--- src/rtl/core/rbe_ram.sv ---
`default_nettype none
module rbe_ram #(
  parameter int Width = 8,
  parameter int Depth = 16,
  parameter int AddrW = (Depth > 1) ? $clog2(Depth) : 1
) (
  input  wire logic             clk_i,
  input  wire logic             we_i,
  input  wire logic [AddrW-1:0] waddr_i,
  input  wire logic [Width-1:0] wdata_i,
  input  wire logic [AddrW-1:0] raddr_i,
  output logic      [Width-1:0] rdata_o
);

  logic [Width-1:0] mem [Depth];

  always_ff @(posedge clk_i) begin
    if (we_i) begin
      mem[waddr_i] <= wdata_i;
    end
    rdata_o <= mem[raddr_i];
  end

endmodule
`default_nettype wire

--- config.mk ---
export PLATFORM = sky130hd
export DESIGN_NAME = rbe_ram
export DESIGN_NICKNAME = d
export VERILOG_FILES = /design/src/rtl/core/rbe_ram.sv
export SDC_FILE = /design/constraint.sdc
export NUM_CORES = 1
export LEC_CHECK = 0
export BUFFER_PORTS_ARGS = -buffer_cell sky130_fd_sc_hd__buf_4
export CORE_MARGIN = 3
export CORE_UTILIZATION = 55
export CTS_CLUSTER_DIAMETER = 100
export CTS_CLUSTER_SIZE = 8
export DETAILED_ROUTE_END_ITERATION = 8
export PLACE_DENSITY = 0.73
export SLEW_MARGIN = 0
export SYNTH_ARGS = -nofsm -noshare
export SYNTH_HDL_FRONTEND = slang
export SYNTH_SLANG_ARGS = --single-unit
--- constraint.sdc ---
create_clock -name clk_i -period 4.2 [get_ports clk_i]
set_input_delay 0.84 -clock clk_i [delete_from_list [all_inputs] [get_ports clk_i]]
set_output_delay 0.84 -clock clk_i [all_outputs]
set_load 0.01 [all_outputs]
Word-level counts from Yosys, hierarchy flattened
Memory sizes are Yosys's and may differ from the RTL's. A register that Yosys moved wholly into a read port is not among the register bits.
Cells that the tools add are included.
{ "word_totals": {"reg_bits": 0, "mem_bits_rw": 128, "output_inout_bits": 8, "n_memories": 1} }
{ "memory_table": {"columns": ["name", "words", "word_bits", "rd", "rd_clocked_by_memory_dff", "wr", "line", "source"], "rows": [
  ["mem", 16, 8, 1, 1, 1, "15", "logic [Width-1:0] mem [Depth];"]
]} }
{ "classes": {"muxes": 2} }
{ "op_table": {"columns": ["operator", "count"], "rows": [
  ["1-bit 2-to-1 mux", 2]
]} }

Logic depth before layout (Yosys ltp)
Gate-level depths: netlist (run 1).
{ "logic_depth": {"depth_word": 2, "ltp_mapped": 5, "ltp_nobuf": 3} }

Worst setup path after synthesis (run 1)
OpenSTA, ideal clock, no wires.
{ "synth_timing": {"path_type": "in2reg", "startpoint": "input waddr_i[2]", "endpoint": "memory mem[0][0], enable pin", "arrival_ns": 1.950, "required_time_ns": 3.817, "slack_ns": 1.867, "path_stages": 2, "path_buffers": 0, "path_cell_list": "or3b_2 > nor3_1"} }
{ "synth_lines": {"columns": ["element", "line", "source"], "rows": [
  ["start: declaration", "9", "input wire logic [AddrW-1:0] waddr_i,"],
  ["end: declaration", "15", null]
]} }
No word-level cell before the write port.

==> results of run 1 <==
[flip-flops by register name, indices dropped and copies added (netlist names)]
| signal | flops |
|---|---|
| rdata_o | 8 |
| mem | 128 |
[area by class of cell]
type                    count  area [µm²]  share of cell area, %
repair buffers             28         208                   3.49
clock buffers              18         418                   7.03
flip-flops and latches    136        4000                   67.3
multi-input cells          83        1060                   17.8
clock inverters            14         126                   2.12
well taps                 108         135                   2.27
[Yosys cell counts (all sizes together)]
master	number	area (µm²)
a22oi	16	120
and2	1	6.26
and2b	1	7.51
buf	7	56.3
clkdlybuf4s25	3	30.0
dfxtp	8	160
edfxtp	128	3840
mux4	32	773
nand2	9	33.8
nand2b	2	12.5
nand3	1	5.00
nand3b	2	15.0
nor2	13	48.8
nor2b	1	6.26
nor3	4	20.0
or3b	1	8.76
[critical path, cell delays in order]
cell and delay [ns]:
buf_4 0.47, mux4_1 0.62, a22oi_1 0.31, nand2_1 0.08
[kinds of logic after synthesis]
| logic type | Yosys count | share of synthesized area [%] |
|---|---|---|
| flip-flops | 136 | 77.8 |
| AND/OR/NAND/NOR | 35 | 3.18 |
| multiplexers | 32 | 15.0 |
| AO/OA/AOI/OAI | 16 | 2.33 |
| buffers and inverters | 10 | 1.68 |
[through the flow]
| stage | instance area, µm² | hold WS, ns | total power, µW | util [%] | cells |
|---|---|---|---|---|---|
| 6_report | 5950 | 0.618 | 3000 | 66.9 | 387 |
| 5_1_grt | 5950 | 0.624 | 3110 | 66.9 | 387 |
| 4_1_cts | 5940 | 0.596 | 3030 | 66.8 | 386 |
| 3_5_place_dp | 5400 | 0.657 | 1700 | 60.7 | 354 |
| 3_3_place_gp | 5400 | 0.657 | 1690 | 60.7 | 354 |
| 2_1_floorplan | 5150 | 0.629 | 1630 | - | 229 |
[routing by layer]
layer	routed length (µm)	vias up
met3	658	12
met1	4050	1231
met4	119	0
li1	-	1052
met2	4530	79
met5	0	-
[power by group through the flow]
| stage | combinational, µW | clock [µW] | sequential [µW] |
|---|---|---|---|
| final | 143 | 1330 | 1530 |
| after global placement | 140 | 0 | 1550 |
| after floorplan | 77.0 | 0 | 1560 |
| after detailed placement | 144 | 0 | 1560 |
| after global routing | 156 | 1430 | 1530 |
| after CTS | 145 | 1360 | 1530 |
[how the worst max path moves through the flow]
stage,from,slack (ns),end
6_report,raddr_i[0],2.23,rdata_o[2]
5_1_grt,waddr_i[3],2.12,mem[4][7]
4_1_cts,waddr_i[2],2.04,mem[8][7]
3_5_place_dp,waddr_i[2],1.49,mem[8][6]
3_3_place_gp,waddr_i[2],1.51,mem[8][2]
2_1_floorplan,waddr_i[2],1.87,mem[0][0]
==> flow_summary.toml, run 1 <==
[detailed_routing]
first_pass_iters = 4
antenna_left = 0
num_vias = 2374
drc_errors = 0
drtIter0Drc = 190
drt_wl_total_mm = 9.36
avgRoutedWirePerCell_um = 24.2
drt-vias-per-instance = 6.13

[critical_path]
r2r_setup_slack_ns = 2.83
rr_startpoint = "mem[9][2]"
reg2regPathDepth = 3
end_kind = "flop"
crit_arrival_ns = 2.36
timing_worst_setup_path_type = "in -> reg"
crit_fanout = 32
cp.required_ns = 4.59
start_kind = "input pin"
timing.rr.end = "rdata_o[2]"

[clock_network]
cts.clk_slew.worst_paths_ns = 0.06
htree_levels = 4
cts_hold_buffers = 0
cts_max_path_buffers = 2
cts_resized = 0
cts_buffers = 17
cts-root-buf = "clkbuf_8"
clock_latency_ns = 0.51
post_cts_buffers = 0
cts_sinks = 136
cts_tree = "done"

[synth]
syn_avg_cell_area_um2 = 22.5
syn_nets = 247
ys_seq_elements = 136
synth_cell_types = 19
syn_area_mm2 = 0.00515
seq_area_frac_synth_pct = 77.8
ys_warn_count = 0
synth_cells = 229

[sta]
fin_tns_setup_ns = 0
hold_viol_final = 0
period_share_pct = 46.9
finalClockSkew_ns = 0.00756
fin_ws_ns = 2.23
max_freq_ghz = 0.508
max_slew_margin_pct = 21.8
rsz0062_at_grt = "false"
finalSetupViolCount = 0
fin_crit_ns = 1.97
slew_viol_final = 0
worst_pin_slew_ns = 1.16

[floorplan]
dieArea_mm2 = 0.0106
die_x_um = 103
die_h_um = 103
fp-row-count = 34
fp.coreArea_mm2 = 0.00889
start_util_pct = 57.9
io_pins = 26

[power]
power_density_mw_per_mm2 = 505
combPwrFrac_pct = 4.7
irDropWorstVdd_v = 0.000317
p_leak_uw = 0.00197
swShare_pct = 21.3
power.internal_uw = 2370
seq_power_share_pct = 50.8
p_sw_uw = 639
power_frac_clock_pct = 44.4

[outcome]
status = "finished clean"

[global_routing]
grt.busiest_layer = "met1"
gr-usage-met3_pct = 5.48
grt_max_degree = 33
met2_usage_pct = 29.6
use_met1_pct = 29.9
grt_usage_pct = 20.1
grt_overflow = 0
antenna_found_initial = 0
grt_pass1_vias = 2441
grt_pass1_wl_mm = 14.5

[hold_path]
hold_class = "in -> reg"
holdPathStages = 1
min_from = "wdata_i[6]"
worstHoldEndpoint = "mem[7][6]"

[place]
pre_cts_slack_ns = 1.49
hpwl_mm = 5.75
place.gp.congestion = 0.745
numPortBuffers = 25

[cells_and_area]
syn_to_final_growth_pct = 15.6
diodes = 0
fillers = 567
final_common_cell = "edfxtp_1"
drive_gt1_share_pct = 27.6
layout_common_cells = "edfxtp_1 (128), buf_4 (27), mux4_2 (18), a22oi_1 (16), clkbuf_16 (16)"
nets = 284

[job]
maxCapViolCount = 0
(Power assumes the default switching activity.)
==> inputs of run 2 (changes only) <==
--- a/config.mk
+++ b/config.mk
@@ -5,13 +5,14 @@
 export SDC_FILE = /design/constraint.sdc
 export NUM_CORES = 1
 export LEC_CHECK = 0
+export ABC_AREA = 1
 export BUFFER_PORTS_ARGS = -buffer_cell sky130_fd_sc_hd__buf_4
 export CORE_MARGIN = 3
 export CORE_UTILIZATION = 55
 export CTS_CLUSTER_DIAMETER = 100
 export CTS_CLUSTER_SIZE = 8
 export DETAILED_ROUTE_END_ITERATION = 8
-export PLACE_DENSITY = 0.73
+export PLACE_DENSITY = 0.75
 export SLEW_MARGIN = 0
 export SYNTH_ARGS = -nofsm -noshare
 export SYNTH_HDL_FRONTEND = slang
==> constraint.sdc (replaced) <==
create_clock -name clk_i -period 1.7 [get_ports clk_i]
set_input_delay 0.34 -clock clk_i [delete_from_list [all_inputs] [get_ports clk_i]]
set_output_delay 0.34 -clock clk_i [all_outputs]
set_load 0.01 [all_outputs]
==> run 2 against run 1 <==
  * Sequential power is 150% higher
  * Utilization increased by 1.0 points
  * Synthesized area is 12% higher
  * Clock-buffer cell count up 2
  * Cell count up 91%
  * Clock power increased to 2.8 times the previous value
  * Design area rose by 14%
  * Setup slack worse by 1.9 ns
  * Critical path type is now reg -> out
  * Largest power group is now clock
==> flow_summary.toml, run 2 <==
[floorplan]
die_h_um = 108
io_pins = 26
fp.coreArea_mm2 = 0.0100
dieArea_mm2 = 0.0117
die_x_um = 108
fp-row-count = 36
start_util_pct = 57.7

[cells_and_area]
multi_input_area_mm2 = 0.00121
seq_area_mm2 = 0.00400
diodes = 0
reg_top3 = "mem x128, rdata_o x8"
syn_to_final_growth_pct = 17.8
top_register = "mem"
final_common_cell = "nand2_1"
instances_no_fill = 741
drive_gt1_share_pct = 13.5
fillers = 736
layout_common_cells = "nand2_1 (173), edfxtp_1 (128), inv_1 (100), nand3_1 (97), buf_4 (46)"
largest_reg_flops = 128
final_util_pct = 67.9
nets = 613

[synth]
netlist.area_leader.share_pct = 66.7
synth_top_cells_by_count = "nand2_1 (173), edfxtp_1 (128), inv_1 (100)"
synthFlopType = "edfxtp_1"
synth.most_common_cell = "nand2_1"
synthArstFlopShare_pct = 0
syn_avg_cell_area_um2 = 10.5
synth_cells = 551
synth_edf_count = 128
seq_area_frac_synth_pct = 69.4
syn_area_mm2 = 0.00577
ys_seq_elements = 136
synth.largest_area_cell = "edfxtp_1"
synth_area_leaders = "edfxtp_1 (67%), nand2_1 (11%), nand3_1 (8.4%)"
syn_nets = 569
synth_cell_types = 12
ys_warn_count = 0

[sta]
rsz0062_at_grt = "false"
max_freq_ghz = 0.750
worst_pin_slew_ns = 0.359
period_share_pct = 78.4
finalSetupViolCount = 0
fin_tns_setup_ns = 0
finalClockSkew_ns = 0.00531
max_slew_margin_pct = 76.1
fin_crit_ns = 1.33
hold_viol_final = 0
slew_viol_final = 0
whs_ns = 0.150

[clock_network]
post_cts_buffers = 0
cts_buffers = 17
cts.clk_slew.worst_paths_ns = 0.06
cts_max_path_buffers = 2
cts_resized = 0
cts_tree = "done"
clock_latency_ns = 0.53
cts_sinks = 136
cts-root-buf = "clkbuf_8"
htree_levels = 4
cts_hold_buffers = 0

[power]
irDropWorstVdd_v = 0.000817
p_leak_uw = 0.00297
total_power_uw = 8050
power_density_mw_per_mm2 = 1190

[critical_path]
path_buf_inv = 1
timing.rr.end = "rdata_o[7]"
reg2regPathDepth = 6
path_cells = "buf_4"
start_kind = "flop"
rr_startpoint = "mem[1][7]"
max_stage_delay_ns = 0.34
critical-path-slowest-cell = "dfxtp_1"
timing_worst_setup_path_type = "reg -> out"
critical-path-top-delay-family = "flip-flops"
crit_arrival_ns = 0.99
crit_fanout = 1
cp.required_ns = 1.36
end_kind = "output port"
r2r_setup_slack_ns = 0.67

[detailed_routing]
drt_wl_total_mm = 12.5
first_pass_iters = 5
antenna_left = 0
drtIter0Drc = 319
avgRoutedWirePerCell_um = 16.9
drc_errors = 0
num_vias = 3899
drt-vias-per-instance = 5.26

[global_routing]
grt_pass1_vias = 3777
grt_pass1_wl_mm = 19.6
antenna_found_initial = 0
grt_usage_pct = 23.4
grt_max_degree = 33
grt_overflow = 0

[place]
hpwl_mm = 7.79
dp.cells = 709
place.gp.congestion = 0.882
numPortBuffers = 25

[job]
maxCapViolCount = 0

[hold_path]
worstHoldEndpoint = "mem[7][6]"
holdPathStages = 1
min_from = "wdata_i[6]"
hold_class = "in -> reg"

[outcome]
status = "finished clean"
run 2: changes by cell type in the layout (fill, tap and decap cells not counted), sizes merged, moves of 3 or more:
cell	before	now
nand2	9	173
inv	2	103
nand3	1	97
mux4	32	0
buf	28	49
a22oi	16	0
nor2	13	17
nor3	4	0
bufinv	1	4
clkinvlp	7	4
run 2: metrics by stage:
stage,setup slack [ns],cell area (µm²)
after floorplan,0.409,5770
after global placement,0.279,6170
after detailed placement,0.221,6170
after CTS,0.347,6790
after global routing,0.334,6790
final,0.367,6790
run 2: logic make-up (layout without fill, tap and decap cells):
logic type	count (synthesis)	after routing	share of synthesized area, %
flops	136	136	69.4
buf+inv	126	183	9.52
simple gates	289	289	21.0
run 2: cell type report:
type / instances / share of cell area (%)
inverter: 102 / 5.64
clock inverter: 12 / 2.56
multi-input combinational: 289 / 17.9
timing repair buffer: 49 / 5.97
sequential: 136 / 59.0
clock buffer: 20 / 6.56
tap: 133 / 2.45
run 2: worst max path at each step:
stage	slack (ns)	cells after the start	start	end
3_5_place_dp	0.22	8	raddr_i[0]	rdata_o[7]
6_report	0.37	1	rdata_o[4]	rdata_o[4]
4_1_cts	0.35	1	rdata_o[5]	rdata_o[5]
3_3_place_gp	0.28	8	raddr_i[0]	rdata_o[1]
5_1_grt	0.33	1	rdata_o[6]	rdata_o[6]
2_1_floorplan	0.41	2	waddr_i[2]	mem[10][0]
run 2: power by group:
| part | internal [µW] | switching (µW) | leakage (µW) |
|---|---|---|---|
| Combinational | 167 | 322 | 0.00145 |
| Sequential | 3750 | 24.7 | 0.00122 |
| Clock | 2450 | 1330 | 0.000293 |
| Total | 6370 | 1680 | 0.00297 |
run 2: metal layers:
layer / track usage (%) / wire length (µm) / vias up
li1: - / - / 1856
met1: 29.9 / 5170 / 1848
met2: 36.9 / 6150 / 169
met3: 6.21 / 893 / 26
met4: 12.1 / 323 / 0
met5: 0 / 0 / -
==> inputs of run 3 (changes only) <==
--- a/config.mk
+++ b/config.mk
@@ -12,7 +12,7 @@
 export CTS_CLUSTER_DIAMETER = 100
 export CTS_CLUSTER_SIZE = 8
 export DETAILED_ROUTE_END_ITERATION = 8
-export PLACE_DENSITY = 0.75
+export PLACE_DENSITY = 0.72
 export SLEW_MARGIN = 0
 export SYNTH_ARGS = -nofsm -noshare
 export SYNTH_HDL_FRONTEND = slang
==> constraint.sdc (replaced) <==
create_clock -name clk_i -period 1.3 [get_ports clk_i]
set_input_delay 0.26 -clock clk_i [delete_from_list [all_inputs] [get_ports clk_i]]
set_output_delay 0.26 -clock clk_i [all_outputs]
set_load 0.01 [all_outputs]
==> run 3 against run 2 <==
  * Sequential share of layout area fell by 1.3 points
  * Largest cell class unchanged
  * Design area rose by 2.3%
  * Setup slack lost 0.32 ns
  * Critical path type unchanged
  * Critical path depth is the same
==> flow_summary.toml, run 3 (synthesis gave the netlist of run 2 again) <==
[cells_and_area]
nets = 621
largest_reg_flops = 128
instances_no_fill = 749
drive_gt1_share_pct = 14.8
layout_common_cells = "nand2_1 (173), edfxtp_1 (128), inv_1 (100), nand3_1 (97), buf_4 (51)"
final_common_cell = "nand2_1"
reg_top3 = "mem x128, rdata_o x8"
final_util_pct = 69.5
diodes = 0
fillers = 725
top_register = "mem"
syn_to_final_growth_pct = 20.5

[sta]
finalClockSkew_ns = 0.00921
fin_ws_ns = 0.0433
max_slew_margin_pct = 80.1
slew_viol_final = 0
fin_crit_ns = 1.26
rsz0062_at_grt = "false"
finalSetupViolCount = 0
hold_viol_final = 0
worst_pin_slew_ns = 0.299
period_share_pct = 96.7
max_freq_ghz = 0.796

[detailed_routing]
drt_wl_total_mm = 13.2
drt-vias-per-instance = 5.34
num_vias = 3999
drc_errors = 0
antenna_left = 0
drtIter0Drc = 347
avgRoutedWirePerCell_um = 17.6
first_pass_iters = 5

[clock_network]
cts-root-buf = "clkbuf_8"
cts_tree = "done"
htree_levels = 4
cts_sinks = 136
cts_buffers = 17
cts_hold_buffers = 0
cts_max_path_buffers = 2
cts.clk_slew.worst_paths_ns = 0.06
clock_latency_ns = 0.52

[critical_path]
critical_path_depth = 1
path_buf_inv = 1
crit_arrival_ns = 1.00
start_kind = "flop"
reg2regPathDepth = 6
critical-path-slowest-cell = "dfxtp_1"
max_stage_delay_ns = 0.35
end_kind = "output port"
critical-path-top-delay-family = "flip-flops"
crit_fanout = 1
path_cells = "buf_4"
cp.required_ns = 1.04
timing_worst_setup_path_type = "reg -> out"

[floorplan]
fp-row-count = 36
start_util_pct = 57.7
dieArea_mm2 = 0.0117
die_h_um = 108
fp.coreArea_mm2 = 0.0100
io_pins = 26
die_x_um = 108

[global_routing]
grt_max_degree = 29
grt_pass1_vias = 3883
grt_pass1_wl_mm = 20.7
grt_usage_pct = 24.5
grt_overflow = 0
antenna_found_initial = 0

[place]
pre_cts_slack_ns = -0.0333
dp.cells = 717
hpwl_mm = 8.57
numPortBuffers = 25
place.gp.congestion = 0.895

[hold_path]
hold_class = "in -> reg"
holdPathStages = 3

[power]
irDropWorstVdd_v = 0.000883
power_density_mw_per_mm2 = 1580
p_leak_uw = 0.00305

[outcome]
status = "finished clean"

[job]
maxCapViolCount = 0
run 3: cell types whose count changed in the layout (fill, tap and decap cells not counted):
cell and delta:
bufinv_16 +2, dfxtp_2 +1, clkinv_2 -2, clkinv_4 +1
buf_4 +5, dfxtp_1 -1, clkbuf_8 +1, buf_12 +3
clkinvlp_4 -2
run 3: final cells by class:
cell class                 instances  area (µm²)  area share [%]
sequential                       136        4010            57.6
multi-input combinational        289        1210            17.5
timing repair buffer              57         503            7.24
clock buffer                      21         459            6.61
inverter                         102         383            5.51
clock inverter                    11         218            3.13
tap                              133         166            2.40
run 3: power by group:
| part | leakage (µW) | switching [µW] | internal [µW] |
|---|---|---|---|
| logic | 0.00150 | 440 | 244 |
| registers | 0.00122 | 35.2 | 4900 |
| clock network | 0.000325 | 1730 | 3660 |
| total | 0.00305 | 2200 | 8810 |
run 3: final timing paths:
path / start / to / slack, ns
setup / recovery: rdata_o[1] / rdata_o[1] / 0.04
hold / removal: raddr_i[3] / rdata_o[0] / 0.06
setup reg to reg: mem[9][2] / rdata_o[2] / 0.27
hold reg to reg: mem[14][0] / rdata_o[0] / 0.70
run 3: timing repair:
item | CTS | global route
endpoints found under the hold margin | 0 | 0
endpoints found under the setup margin | 1 | 0
buffers inserted | 0 | 0
gates resized for setup | 1 | 0
run 3: through the flow:
step | hold slack [ns] | setup TNS [ns] | power (µW) | instance area (µm²)
2_1_floorplan | 0.359 | 0 | 5380 | 5770
3_3_place_gp | 0.572 | -0.0332 | 5690 | 6270
3_5_place_dp | 0.576 | -0.0427 | 5700 | 6270
4_1_cts | 0.0345 | 0 | 11100 | 6950
5_1_grt | 0.0606 | 0 | 11400 | 6950
6_report | 0.0582 | 0 | 11000 | 6950
run 3: worst reg2reg max path: stages (launching register included):
cell	delay (ns)
edfxtp_1	0.38
inv_1	0.06
nand2_1	0.07
nand3_1	0.10
nand3_1	0.13
nand3_1	0.12
nand2_1	0.05
run 3: routing by layer:
layer / wire length, µm / GRT usage, %
met5: 0 / 0
met1: 5680 / 33.6
met3: 886 / 4.96
met4: 266 / 9.65
met2: 6350 / 39.0
